--- src/design/mer_pkg.sv ---
`default_nettype none

package mer_pkg;

  localparam int DEC_W    = 40;
  localparam int OUT_W    = 10;
  localparam int CORNER_W = 8;

  typedef enum logic [18:0] {
    ST_IDLE = 19'h00001,
    ST_SA   = 19'h00002,
    ST_SB   = 19'h00004,
    ST_SC   = 19'h00008,
    ST_SD   = 19'h00010,
    ST_STA  = 19'h00020,
    ST_STB  = 19'h00040,
    ST_STC  = 19'h00080,
    ST_SETA = 19'h00100,
    ST_SETB = 19'h00200,
    ST_SETC = 19'h00400,
    ST_RIA  = 19'h00800,
    ST_RIB  = 19'h01000,
    ST_RIC  = 19'h02000,
    ST_RID  = 19'h04000,
    ST_RIE  = 19'h08000,
    ST_RIF  = 19'h10000,
    ST_ENDC = 19'h20000,
    ST_EMIT = 19'h40000
  } mer_state_e;

  typedef enum logic {
    KIND_START = 1'b0,
    KIND_STEP  = 1'b1
  } mer_kind_e;

endpackage

`default_nettype wire

--- src/design/mer_mul.sv ---
`default_nettype none

module mer_mul #(
  parameter int W = 19
) (
  input  logic                             clk_i,
  input  logic signed [W-1:0]              a_i,
  input  logic signed [W-1:0]              b_i,
  output logic signed [mer_pkg::DEC_W-1:0] p_o
);
  import mer_pkg::*;

  logic signed [2*W-1:0]   prod_full;
  logic signed [DEC_W-1:0] p_q;

  assign prod_full = a_i * b_i;

  always_ff @(posedge clk_i) begin
    p_q <= DEC_W'(prod_full);
  end

  assign p_o = p_q;

endmodule

`default_nettype wire

--- src/design/midpoint_ellipse_rasterizer.sv ---
`default_nettype none
// Channel  Direction  tdata                                   tuser      tlast
// s_axis   in         corners x1[7:0] y1[15:8] x2[23:16]      kind       -
//                     y2[31:24]
// m_axis   out        x_right[9:0] x_left[19:10]              valid_res  last
//                     y_lower[29:20] y_upper[39:30]
// Every decision product goes through the one registered multiplier of
// 2*COORD_BITS+3 bit operands in turn; a step request with no ellipse in
// progress goes straight to the emit state.
// Reset clears the sequencer, the drawing flags and the output valid.
// A result waiting on m_axis holds the sequencer only in its last state.

module midpoint_ellipse_rasterizer #(
  parameter int COORD_BITS = 8
) (
  input  logic                    clk_i,
  input  logic                    rst_ni,
  input  logic                    s_axis_tvalid,
  output logic                    s_axis_tready,
  input  logic [31:0]             s_axis_tdata,   // x1, y1, x2, y2
  input  logic                    s_axis_tuser,   // kind
  output logic                    m_axis_tvalid,
  input  logic                    m_axis_tready,
  output logic [39:0]             m_axis_tdata,   // x_right, x_left, y_lower, y_upper
  output logic                    m_axis_tuser,   // valid_res
  output logic                    m_axis_tlast    // last
);
  import mer_pkg::*;

  localparam int CB    = COORD_BITS;
  localparam int MW    = 2 * COORD_BITS + 3;
  localparam int EXT_W = (COORD_BITS + 2 > OUT_W) ? COORD_BITS + 2 : OUT_W;

  mer_state_e state_q, state_d;

  logic [CB-1:0]        cx_q, cy_q, ox_q;
  logic [CB-2:0]        a_q, b_q, oy_q;
  logic [2*CB-3:0]      a2_q, b2_q;
  logic signed [DEC_W-1:0] dec_q, t_q, prod;
  logic                 region_q, active_q, pos_q, zero_q;
  logic                 m_valid_q;
  logic [OUT_W-1:0]     xr_q, xl_q, yl_q, yu_q;
  logic                 res_valid_q, last_q;

  logic                 in_acc, kind_step;
  logic [CB-1:0]        x1, y1, x2, y2, dx, dy;
  logic [CB:0]          sx, sy;

  logic signed [MW-1:0] a_s, b_s, x_s, y_s, a2_s, b2_s, t_s;
  logic signed [MW-1:0] mul_a, mul_b;
  logic signed [DEC_W-1:0] step_term;
  logic                 emit_go;

  logic [EXT_W-1:0]     cx_e, cy_e, ox_e, oy_e;

  assign s_axis_tready = (state_q == ST_IDLE);
  assign in_acc        = s_axis_tvalid && s_axis_tready;
  assign kind_step     = (s_axis_tuser == KIND_STEP);

  assign x1 = CB'(s_axis_tdata[7:0]);
  assign y1 = CB'(s_axis_tdata[15:8]);
  assign x2 = CB'(s_axis_tdata[23:16]);
  assign y2 = CB'(s_axis_tdata[31:24]);
  assign sx = {1'b0, x1} + {1'b0, x2};
  assign sy = {1'b0, y1} + {1'b0, y2};
  assign dx = (x2 >= x1) ? (x2 - x1) : (x1 - x2);
  assign dy = (y2 >= y1) ? (y2 - y1) : (y1 - y2);

  assign a_s  = signed'(MW'(a_q));
  assign b_s  = signed'(MW'(b_q));
  assign x_s  = signed'(MW'(ox_q));
  assign y_s  = signed'(MW'(oy_q));
  assign a2_s = signed'(MW'(a2_q));
  assign b2_s = signed'(MW'(b2_q));
  assign t_s  = t_q[MW-1:0];

  assign step_term = region_q ? (prod <<< 4) : (prod <<< 2);
  assign emit_go   = !m_valid_q || m_axis_tready;

  always_comb begin
    mul_a = '0;
    mul_b = '0;
    unique case (state_q)
      ST_SA:   begin mul_a = a_s;  mul_b = a_s; end
      ST_SB:   begin mul_a = b_s;  mul_b = b_s; end
      ST_SC:   begin mul_a = a2_s; mul_b = MW'(1) - (b_s <<< 2); end
      ST_STA:  begin
        mul_a = b2_s;
        mul_b = (x_s <<< 1) + (region_q ? MW'(2) : MW'(3));
      end
      ST_STB:  begin
        mul_a = a2_s;
        mul_b = (region_q ? MW'(3) : MW'(2)) - (y_s <<< 1);
      end
      ST_SETA: begin mul_a = b2_s; mul_b = x_s + MW'(1); end
      ST_SETB: begin mul_a = a2_s; mul_b = (y_s <<< 1) - MW'(1); end
      ST_RIA:  begin mul_a = (x_s <<< 1) + MW'(1); mul_b = (x_s <<< 1) + MW'(1); end
      ST_RIB:  begin mul_a = y_s - MW'(1); mul_b = y_s - MW'(1); end
      ST_RIC:  begin mul_a = b2_s; mul_b = t_s; end
      ST_RID:  begin mul_a = a2_s; mul_b = t_s; end
      ST_RIE:  begin mul_a = a2_s; mul_b = b2_s; end
      ST_IDLE, ST_SD, ST_STC, ST_SETC, ST_RIF, ST_ENDC, ST_EMIT: begin
        mul_a = '0;
        mul_b = '0;
      end
      default: begin
        mul_a = '0;
        mul_b = '0;
      end
    endcase
  end

  mer_mul #(.W(MW)) u_mul (
    .clk_i (clk_i),
    .a_i   (mul_a),
    .b_i   (mul_b),
    .p_o   (prod)
  );

  always_comb begin
    state_d = state_q;
    unique case (state_q)
      ST_IDLE: begin
        if (in_acc) begin
          if (!kind_step)    state_d = ST_SA;
          else if (active_q) state_d = ST_STA;
          else               state_d = ST_EMIT;
        end
      end
      ST_SA:   state_d = ST_SB;
      ST_SB:   state_d = ST_SC;
      ST_SC:   state_d = ST_SD;
      ST_SD:   state_d = ST_SETA;
      ST_STA:  state_d = ST_STB;
      ST_STB:  state_d = ST_STC;
      ST_STC:  state_d = ST_SETA;
      ST_SETA: state_d = region_q ? ST_ENDC : ST_SETB;
      ST_SETB: state_d = ST_SETC;
      ST_SETC: state_d = (t_q < prod) ? ST_EMIT : ST_RIA;
      ST_RIA:  state_d = ST_RIB;
      ST_RIB:  state_d = ST_RIC;
      ST_RIC:  state_d = ST_RID;
      ST_RID:  state_d = ST_RIE;
      ST_RIE:  state_d = ST_RIF;
      ST_RIF:  state_d = ST_ENDC;
      ST_ENDC: state_d = ST_EMIT;
      ST_EMIT: if (emit_go) state_d = ST_IDLE;
      default: state_d = ST_IDLE;
    endcase
  end

  always_ff @(posedge clk_i or negedge rst_ni) begin
    if (!rst_ni) begin
      state_q   <= ST_IDLE;
      active_q  <= 1'b0;
      region_q  <= 1'b0;
      m_valid_q <= 1'b0;
    end else begin
      state_q <= state_d;
      if (state_q == ST_IDLE && in_acc && !kind_step) begin
        active_q <= 1'b1;
        region_q <= 1'b0;
      end
      if (state_q == ST_SETC && !(t_q < prod)) region_q <= 1'b1;
      if (state_q == ST_ENDC && oy_q == '0) active_q <= 1'b0;
      if (state_q == ST_EMIT && emit_go) m_valid_q <= 1'b1;
      else if (m_axis_tready)            m_valid_q <= 1'b0;
    end
  end

  always_ff @(posedge clk_i) begin
    unique case (state_q)
      ST_IDLE: begin
        if (in_acc) begin
          zero_q <= kind_step && !active_q;
          if (!kind_step) begin
            cx_q <= sx[CB:1];
            cy_q <= sy[CB:1];
            a_q  <= dx[CB-1:1];
            b_q  <= dy[CB-1:1];
            ox_q <= '0;
            oy_q <= dy[CB-1:1];
          end
        end
      end
      ST_SB:   a2_q  <= prod[2*CB-3:0];
      ST_SC:   b2_q  <= prod[2*CB-3:0];
      ST_SD:   dec_q <= prod + (DEC_W'(b2_q) <<< 2);
      ST_STA:  pos_q <= (dec_q > 0);
      ST_STB:  if (!region_q || !pos_q) dec_q <= dec_q + step_term;
      ST_STC: begin
        if (region_q || pos_q) dec_q <= dec_q + step_term;
        if (!region_q || !pos_q) ox_q <= ox_q + 1'b1;
        if (region_q || pos_q)   oy_q <= oy_q - 1'b1;
      end
      ST_SETB: t_q   <= prod <<< 1;
      ST_RIB:  t_q   <= prod;
      ST_RIC:  t_q   <= prod;
      ST_RID:  dec_q <= prod <<< 2;
      ST_RIE:  dec_q <= dec_q + (prod <<< 4);
      ST_RIF:  dec_q <= dec_q - (prod <<< 4);
      ST_EMIT: begin
        if (emit_go) begin
          res_valid_q <= !zero_q;
          last_q      <= !zero_q && !active_q;
          xr_q <= zero_q ? '0 : OUT_W'(cx_e + ox_e);
          xl_q <= zero_q ? '0 : OUT_W'(cx_e - ox_e);
          yl_q <= zero_q ? '0 : OUT_W'(cy_e + oy_e);
          yu_q <= zero_q ? '0 : OUT_W'(cy_e - oy_e);
        end
      end
      default: ;
    endcase
  end

  assign cx_e = EXT_W'(cx_q);
  assign cy_e = EXT_W'(cy_q);
  assign ox_e = EXT_W'(ox_q);
  assign oy_e = EXT_W'(oy_q);

  assign m_axis_tvalid = m_valid_q;
  assign m_axis_tdata  = {yu_q, yl_q, xl_q, xr_q};
  assign m_axis_tuser  = res_valid_q;
  assign m_axis_tlast  = last_q;

  a_idle_step_fast: assert property (@(posedge clk_i) disable iff (!rst_ni)
    in_acc && kind_step && !active_q |=> state_q == ST_EMIT)
    else $error("step without ellipse did not go straight to emit");

  a_region_holds: assert property (@(posedge clk_i) disable iff (!rst_ni)
    region_q && !(in_acc && !kind_step) |=> region_q)
    else $error("second region left without a start request");

  a_empty_result: assert property (@(posedge clk_i) disable iff (!rst_ni)
    m_axis_tvalid && !m_axis_tuser |-> m_axis_tdata == '0 && !m_axis_tlast)
    else $error("empty result carries coordinates or last");

  a_ready_idle: assert property (@(posedge clk_i) disable iff (!rst_ni)
    in_acc && !kind_step |=> active_q && !region_q)
    else $error("start request did not arm the drawing");

endmodule

`default_nettype wire
--- config.mk ---
export PLATFORM = sky130hd
export DESIGN_NAME = midpoint_ellipse_rasterizer
export DESIGN_NICKNAME = d
export VERILOG_FILES = /design/src/design/mer_pkg.sv /design/src/design/mer_mul.sv /design/src/design/midpoint_ellipse_rasterizer.sv
export SDC_FILE = /design/constraint.sdc
export NUM_CORES = 2
export LEC_CHECK = 0
export ABC_AREA = 1
export BUFFER_PORTS_ARGS = -buffer_cell sky130_fd_sc_hd__buf_2
export CORE_ASPECT_RATIO = 0.9
export CORE_MARGIN = 4
export CORE_UTILIZATION = 50
export CTS_CLUSTER_DIAMETER = 60
export CTS_CLUSTER_SIZE = 28
export DETAILED_ROUTE_END_ITERATION = 16
export PLACE_DENSITY = 0.67
export RECOVER_POWER = 25
export SLEW_MARGIN = 5
export SYNTH_ARGS = -nofsm -noshare
export SYNTH_HDL_FRONTEND = slang
export SYNTH_SLANG_ARGS = --single-unit
--- constraint.sdc ---
create_clock -name clk_i -period 20.5 [get_ports clk_i]
set_input_delay 3.075 -clock clk_i [delete_from_list [all_inputs] [get_ports clk_i]]
set_output_delay 3.075 -clock clk_i [all_outputs]
set_load 0.005 [all_outputs]
# Word level (Yosys, flattened, before mapping)
# Cells that the tools add are included.
# word_totals
word_cells	146
regBits	257
# op_classes
n_mul	1
bitwise_logic	1
eq_ne	25
n_addsub	23
n_reduce_logical	37
order_cmp	4
mux	32
# ops
operator	count
case mux 19 bit (18 select lines)	1
case mux 40 bit (6 select lines)	1
case mux 19 bit (11 select lines)	1
two-way mux 40 bit	3
case mux 19 bit (6 select lines)	1
two-way mux 19 bit	5
adder 40 bit	2
case mux 40 bit (2 select lines)	1
adder 40 x 16 -> 40 bit	1
greater-than comparator 40 x 1 -> 1 bit (second input constant)	1
less-than comparator 40 x 38 -> 1 bit	1
two-way mux 8 bit	5
subtractor 40 bit	1
multiplier 19 x 19 -> 38 bit	1
subtractor 8 bit	4
adder 8 x 8 -> 9 bit	3
two-way mux 7 bit	3
== test 19 x 1 -> 1 bit (second input constant)	1
== test 19 x 10 -> 1 bit (second input constant)	1
== test 19 x 11 -> 1 bit (second input constant)	1
== test 19 x 12 -> 1 bit (second input constant)	1
== test 19 x 13 -> 1 bit (second input constant)	1
== test 19 x 14 -> 1 bit (second input constant)	1
== test 19 x 15 -> 1 bit (second input constant)	1
44 further kinds	81

# Logic depth before layout (Yosys ltp)
# logic_depth
word_depth	6
ltp_mapped	37
ltp_nobuf	35

# Hierarchy
# Synthesis repeated with hierarchy kept, for this count alone.
# hier_totals
cells_unflattened	5192
area_unflattened_um2	37592.3
# by_module_without_submodules
mod	area_per_inst_um2	n_inst	cells_per_inst
midpoint_ellipse_rasterizer	22207.5	1	3213
mer_mul	15384.8	1	1979

# Least setup slack after synthesis
# Ideal clock, no wire load.
# synth_path
path_type	flip-flop to flip-flop
startpoint	register oy_q[1]
endpoint	register u_mul.p_q[33], in the netlist u_mul.p_o[33]
t_arrival_ns	7.423
slack_ns	12.964
required_time_ns	20.388
setup_time_ns	0.112
path_stages_with_launch	28
path_cell_list	edfxtp_1 -> inv_1 -> ha_1 -> a21boi_0 -> inv_1 -> nor2_1 -> nand2_4 -> inv_2 -> buf_2 -> nand2_1 -> inv_1 -> fa_1 -> fa_1 -> inv_1 -> fa_1 -> inv_1 -> fa_1 -> fa_1 -> fa_1 -> ha_1 -> ha_1 -> a21o_1 -> a21oi_1 -> nand2_1 -> a221oi_1 -> nand2_1 -> nand2_1 -> nand2_1
# synth_via
elab_chain_cells	3
# synth_lines
item	line_no	rtl
from (decl)	midpoint_ellipse_rasterizer.sv:37	logic [CB-2:0] a_q, b_q, oy_q;
from (signal assigned)	midpoint_ellipse_rasterizer.sv:182	oy_q <= dy[CB-1:1];
from (signal assigned)	midpoint_ellipse_rasterizer.sv:194	if (region_q || pos_q) oy_q <= oy_q - 1'b1;
subtractor 8 x 1 -> 9 bit (tied with other cells)	midpoint_ellipse_rasterizer.sv:96	ST_SETB: begin mul_a = a2_s; mul_b = (y_s <<< 1) - MW'(1); end
case mux 19 bit (11 select lines) or case mux 19 bit (6 select lines) (tied branches)	midpoint_ellipse_rasterizer.sv:83	unique case (state_q)
multiplier 19 x 19 -> 38 bit *	mer_mul.sv:16	assign prod_full = a_i * b_i;
via u_mul.prod_full[33]	mer_mul.sv:13	logic signed [2*W-1:0] prod_full;
to (signal assigned)	mer_mul.sv:19	p_q <= DEC_W'(prod_full);
to (decl)	mer_mul.sv:14	logic signed [DEC_W-1:0] p_q;
# The timed path passes the listed nets; every way through them passes the cells marked *.
# A chain may end at the register's enable or synchronous reset.

# Worst setup path after layout
# layout_path
startpoint	register state_q[16]
endpoint	register u_mul.p_q[31], in the netlist u_mul.p_o[31]
# layout_via
elab_chain_cells	4
# layout_lines
item	line_no	rtl
from (decl)	midpoint_ellipse_rasterizer.sv:34	mer_state_e state_q, state_d;
from (signal assigned)	midpoint_ellipse_rasterizer.sv:159	state_q <= state_d;
== test 19 x 7 -> 1 bit (tied with other cells)	midpoint_ellipse_rasterizer.sv:83	
OR reduction 5 bit (no source line) (tied with other cells)	-	
case mux 19 bit (6 select lines) or case mux 19 bit (11 select lines) (tied branches)	midpoint_ellipse_rasterizer.sv:83	
multiplier 19 x 19 -> 38 bit *	mer_mul.sv:16	
via u_mul.prod_full[31]	mer_mul.sv:13	
# Marks and branches as above.

==> summary.md <==
| Metric | Value |
|---|---|
| Post-synthesis register bit count | `250` |
| Sink Count | `250` |
| Hold Path Depth | `2` |
| CTS tree | `built` |
| Busiest grt layer | `met2` |
| Sequential share of power | `16.8%` |
| Antenna diodes | `0` |
| Fin nets | `5422` |
| M3 GR Usage | `5.92%` |
| Synth Warn # | `0` |
| Hold Vio Cnt, Final | `0` |
| Minimum clock period | `9.70 ns` |
| Net Sw Frac | `56.0%` |
| Synth Flop Type | `edfxtp_1` |
| WP data arrival | `10.24 ns` |
| CTS buffer count | `28` |
| Die Y | `259 um` |
| Initial Util | `50.7%` |
| GRT Total Usage | `30.3%` |
| P_leak | `19.5 nW` |
| Final worst slack | `10.80 ns` |
| Drt total wl | `113000 um` |
| FMAX | `103 MHz` |
| Die area | `0.0741 mm^2` |
| CTS root buf | `clkbuf_16` |
| Post-CTS sizing | `0` |
| Post-synthesis mux area share | `0.0287%` |
| DR iter-0 viols | `3434` |
| Number of synthesized flops with an enable pin | `190` |
| Pwr dens | `113 mW/mm^2` |
| Clock skew | `0.0388 ns` |
| R2R Setup Slk | `10.80 ns` |
| Max transition margin | `-79.7%` |
| Crit share post-route | `47.3%` |
| Setup bufs post-CTS | `0` |
| Boundary pin count | `81` |
| Register area | `0.00702 mm^2` |
| Ys async rst share | `8.80%` |
| Clk_lat worst skew | `0.60 ns` |
| CP Data Required Time | `21.04 ns` |
| WS Path Type | `reg2reg` |
| Crit path max fanout | `19` |
| FF-to-FF path depth | `29` |
| Compound-gate portion of the synthesized area | `9.83%` |
| Pre-CTS WS | `11.08 ns` |
| Site Rows | `91` |
| Clock Power Share | `14.4%` |
| Setup violators final | `0` |
| Synth unique cells | `63` |
| GRT met2 Usage | `46.6%` |
| Post-synth top cells | `nand2_1, inv_1, nor2_1` |
| Crit path max-delay cell type | `nor3_4` |
| Violated checks | `max-capacitance violations, max-slew violations` |
| First-pass GRT wire length | `175000 um` |
| Synth top area share | `18.8%` |
| Max clock buf depth | `3` |
| Remaining DRCs | `0` |
| Fin. max-slew vios | `69` |
| Worst-path clk slew | `0.08 ns` |
| Largest net degree at the start of global routing | `80` |
| Total gr overflow | `0` |
| Reg2reg start | `state_q[16]` |
| Layout cell share with drive strength beyond 1 | `4.29%` |
| Final ANT Viol Nets | `0` |
| Multi-input logic area | `0.0238 mm^2` |
| Gpl congestion | `1.03` |
| Most Frequent Cell on Critical Path | `fa_1` |
| Worst vdd ir | `0.119 mV` |
| Switching pwr | `2.33 mW` |
| Critical path capture point type | `flip-flop` |
| Pre-antenna DRT Iters | `7` |
| Least-Margin Pin Slew | `2.70 ns` |
| Synth-to-layout area growth | `6.24%` |
| Worst Hold Class | `reg2reg` |
| Hold buffer count at CTS | `0` |
| Largest family of logic cells by synthesized area | `adder cells` |
| Post-Synth XOR/XNOR Area | `3.54%` |
| RSZ-0062 raised after global routing | `false` |
| # port buffers | `78` |
| Gate power share | `68.8%` |
| WL/cell | `19.9 um` |
| Cell with the most instances after synthesis | `nand2_1` |
| H-tree levels | `1` |
| Cell area after synthesis | `0.0349 mm^2` |
| Synthesized area per cell | `7.38 um^2` |
| Sum Neg Setup Slack | `0 ns` |
| Hold Path Sink | `state_q[5]` |
| DIE WIDTH | `286 um` |
| Max incr delay on CP | `1.05 ns` |
| CP Launch Type | `flip-flop` |
| Max-cap violations | `1` |
| Worst r2r dst | `u_mul.p_o[31]` |
| Post-Synth Simple-Gate Area | `24.7%` |
| Sequential element share of the synthesized area | `20.1%` |
| Hold Crit Start | `active_q` |
| Post-Synth Adder-Cell Area | `30.3%` |
| Via/cell ratio | `5.48` |
| Synth area leader | `fa_1` |
| Number of fill cells in the layout | `6725` |
| Total number of vias | `31159` |
| Vias in the first global route | `30071` |
| Hpwl dp | `93600 um` |
| Core ar. | `0.0689 mm^2` |
| Status | `finished, violations left` |
| Grt met1 use | `43.6%` |
| Internal | `1.84 mW` |
| Synth Instances | `4730` |
| Top area cells in the synthesized netlist | `fa_1, edfxtp_1, nand2_1` |
| Antenna violations before repair | `1` |
## sequential cells by signal (all words and copies together) (netlist names)
signal,count
region_q,1
cy_q,8
ox_q,8
xr_q,9
a_q,7
a2_q,14
dec_q,40
xl_q,8
m_axis_tuser,1
u_mul.p_o,38
yu_q,9
b2_q,14
b_q,7
zero_q,1
pos_q,1
oy_q,7
active_q,1
cx_q,8
state_q,19
m_axis_tlast,1
yl_q,8
m_axis_tvalid,1
t_q,39
## logic make-up (layout without fill, tap and decap cells)
kind of cell               count (synthesis)  count (layout)
AOI/OAI and AO/OA                        605             605
xor gates and xnor gates                 141             141
adders and majority gates                648             648
buffers and inverters                   1035            1063
DFF                                      250             250
muxes                                      1               1
other                                      1               2
and+or+nand+nor                         2049            2049
## layout make-up
class	instances	area share [%]
multi-input combinational	3446	64.3
sequential	250	18.9
inverter	918	9.30
tap	930	3.14
clock buffer	30	1.97
timing repair buffer	93	1.35
clock inverter	22	1.05
## cells in the final DEF, fill, tap and decap left out, types with 7 or more instances in the layout
cell,instances
nand2_1,1204
inv_1,910
nor2_1,415
fa_1,328
ha_1,320
a21oi_1,240
o21ai_0,234
nand3_1,205
edfxtp_1,190
xor2_1,114
buf_2,78
nand4_1,74
nor3_1,48
dfxtp_1,38
nand3b_1,29
clkbuf_16,29
xnor2_1,27
or2_2,21
dfrtp_1,20
nor4_1,18
o21bai_1,14
buf_4,14
a21o_1,13
o22ai_1,12
o221ai_1,11
o211ai_1,10
inv_16,10
o31ai_1,9
a21boi_0,7
o21ai_4,7
o2111ai_1,7
## worst max path at each step
stage | slack, ns | endpoint | startpoint
global placement | 11.21 | u_mul.p_o[33] | state_q[10]
finish | 10.80 | u_mul.p_o[31] | state_q[16]
CTS | 11.09 | u_mul.p_o[33] | state_q[11]
detailed placement | 11.08 | u_mul.p_o[33] | state_q[11]
floorplan | 12.96 | u_mul.p_o[33] | oy_q[1]
global route | 10.17 | u_mul.p_o[31] | state_q[16]
## critical path: cells and delay by family (launching register included)
kind,cells,cell delay [ns]
flip-flops,1,0.40
AND/OR/NAND/NOR,12,3.12
buffers and inverters,6,1.23
AO/OA/AOI/OAI,3,0.90
adder cells (fa/ha/maj),8,4.00
## layer usage
layer  up-vias  part of all wire [%]
met5         -                 0.011
met2      1318                    43
li1      14956                     -
met3       209                   8.9
met4         2                   3.3
met1     14674                    45
## power groups by stage
stage	combinational (mW)	sequential (mW)	clock (mW)
floorplan	2.06	0.655	0
global placement	2.80	0.709	0
detailed placement	2.81	0.709	0
CTS	2.83	0.698	0.608
global route	3.21	0.703	0.629
finish	2.87	0.700	0.600
## per-stage QoR
step           hold WS (ns)  total power [mW]  instances  area [um^2]  utilization, %
6_report              0.570              4.17       5689        37100            53.8
5_1_grt               0.593              4.54       5689        37100            53.8
4_1_cts               0.564              4.13       5689        37100            53.9
3_5_place_dp          0.544              3.52       5637        36000            52.3
3_3_place_gp          0.544              3.51       5637        36000            52.3
2_1_floorplan         0.450              2.72       4731        34900               -
Power figures use the tool's default switching activity.
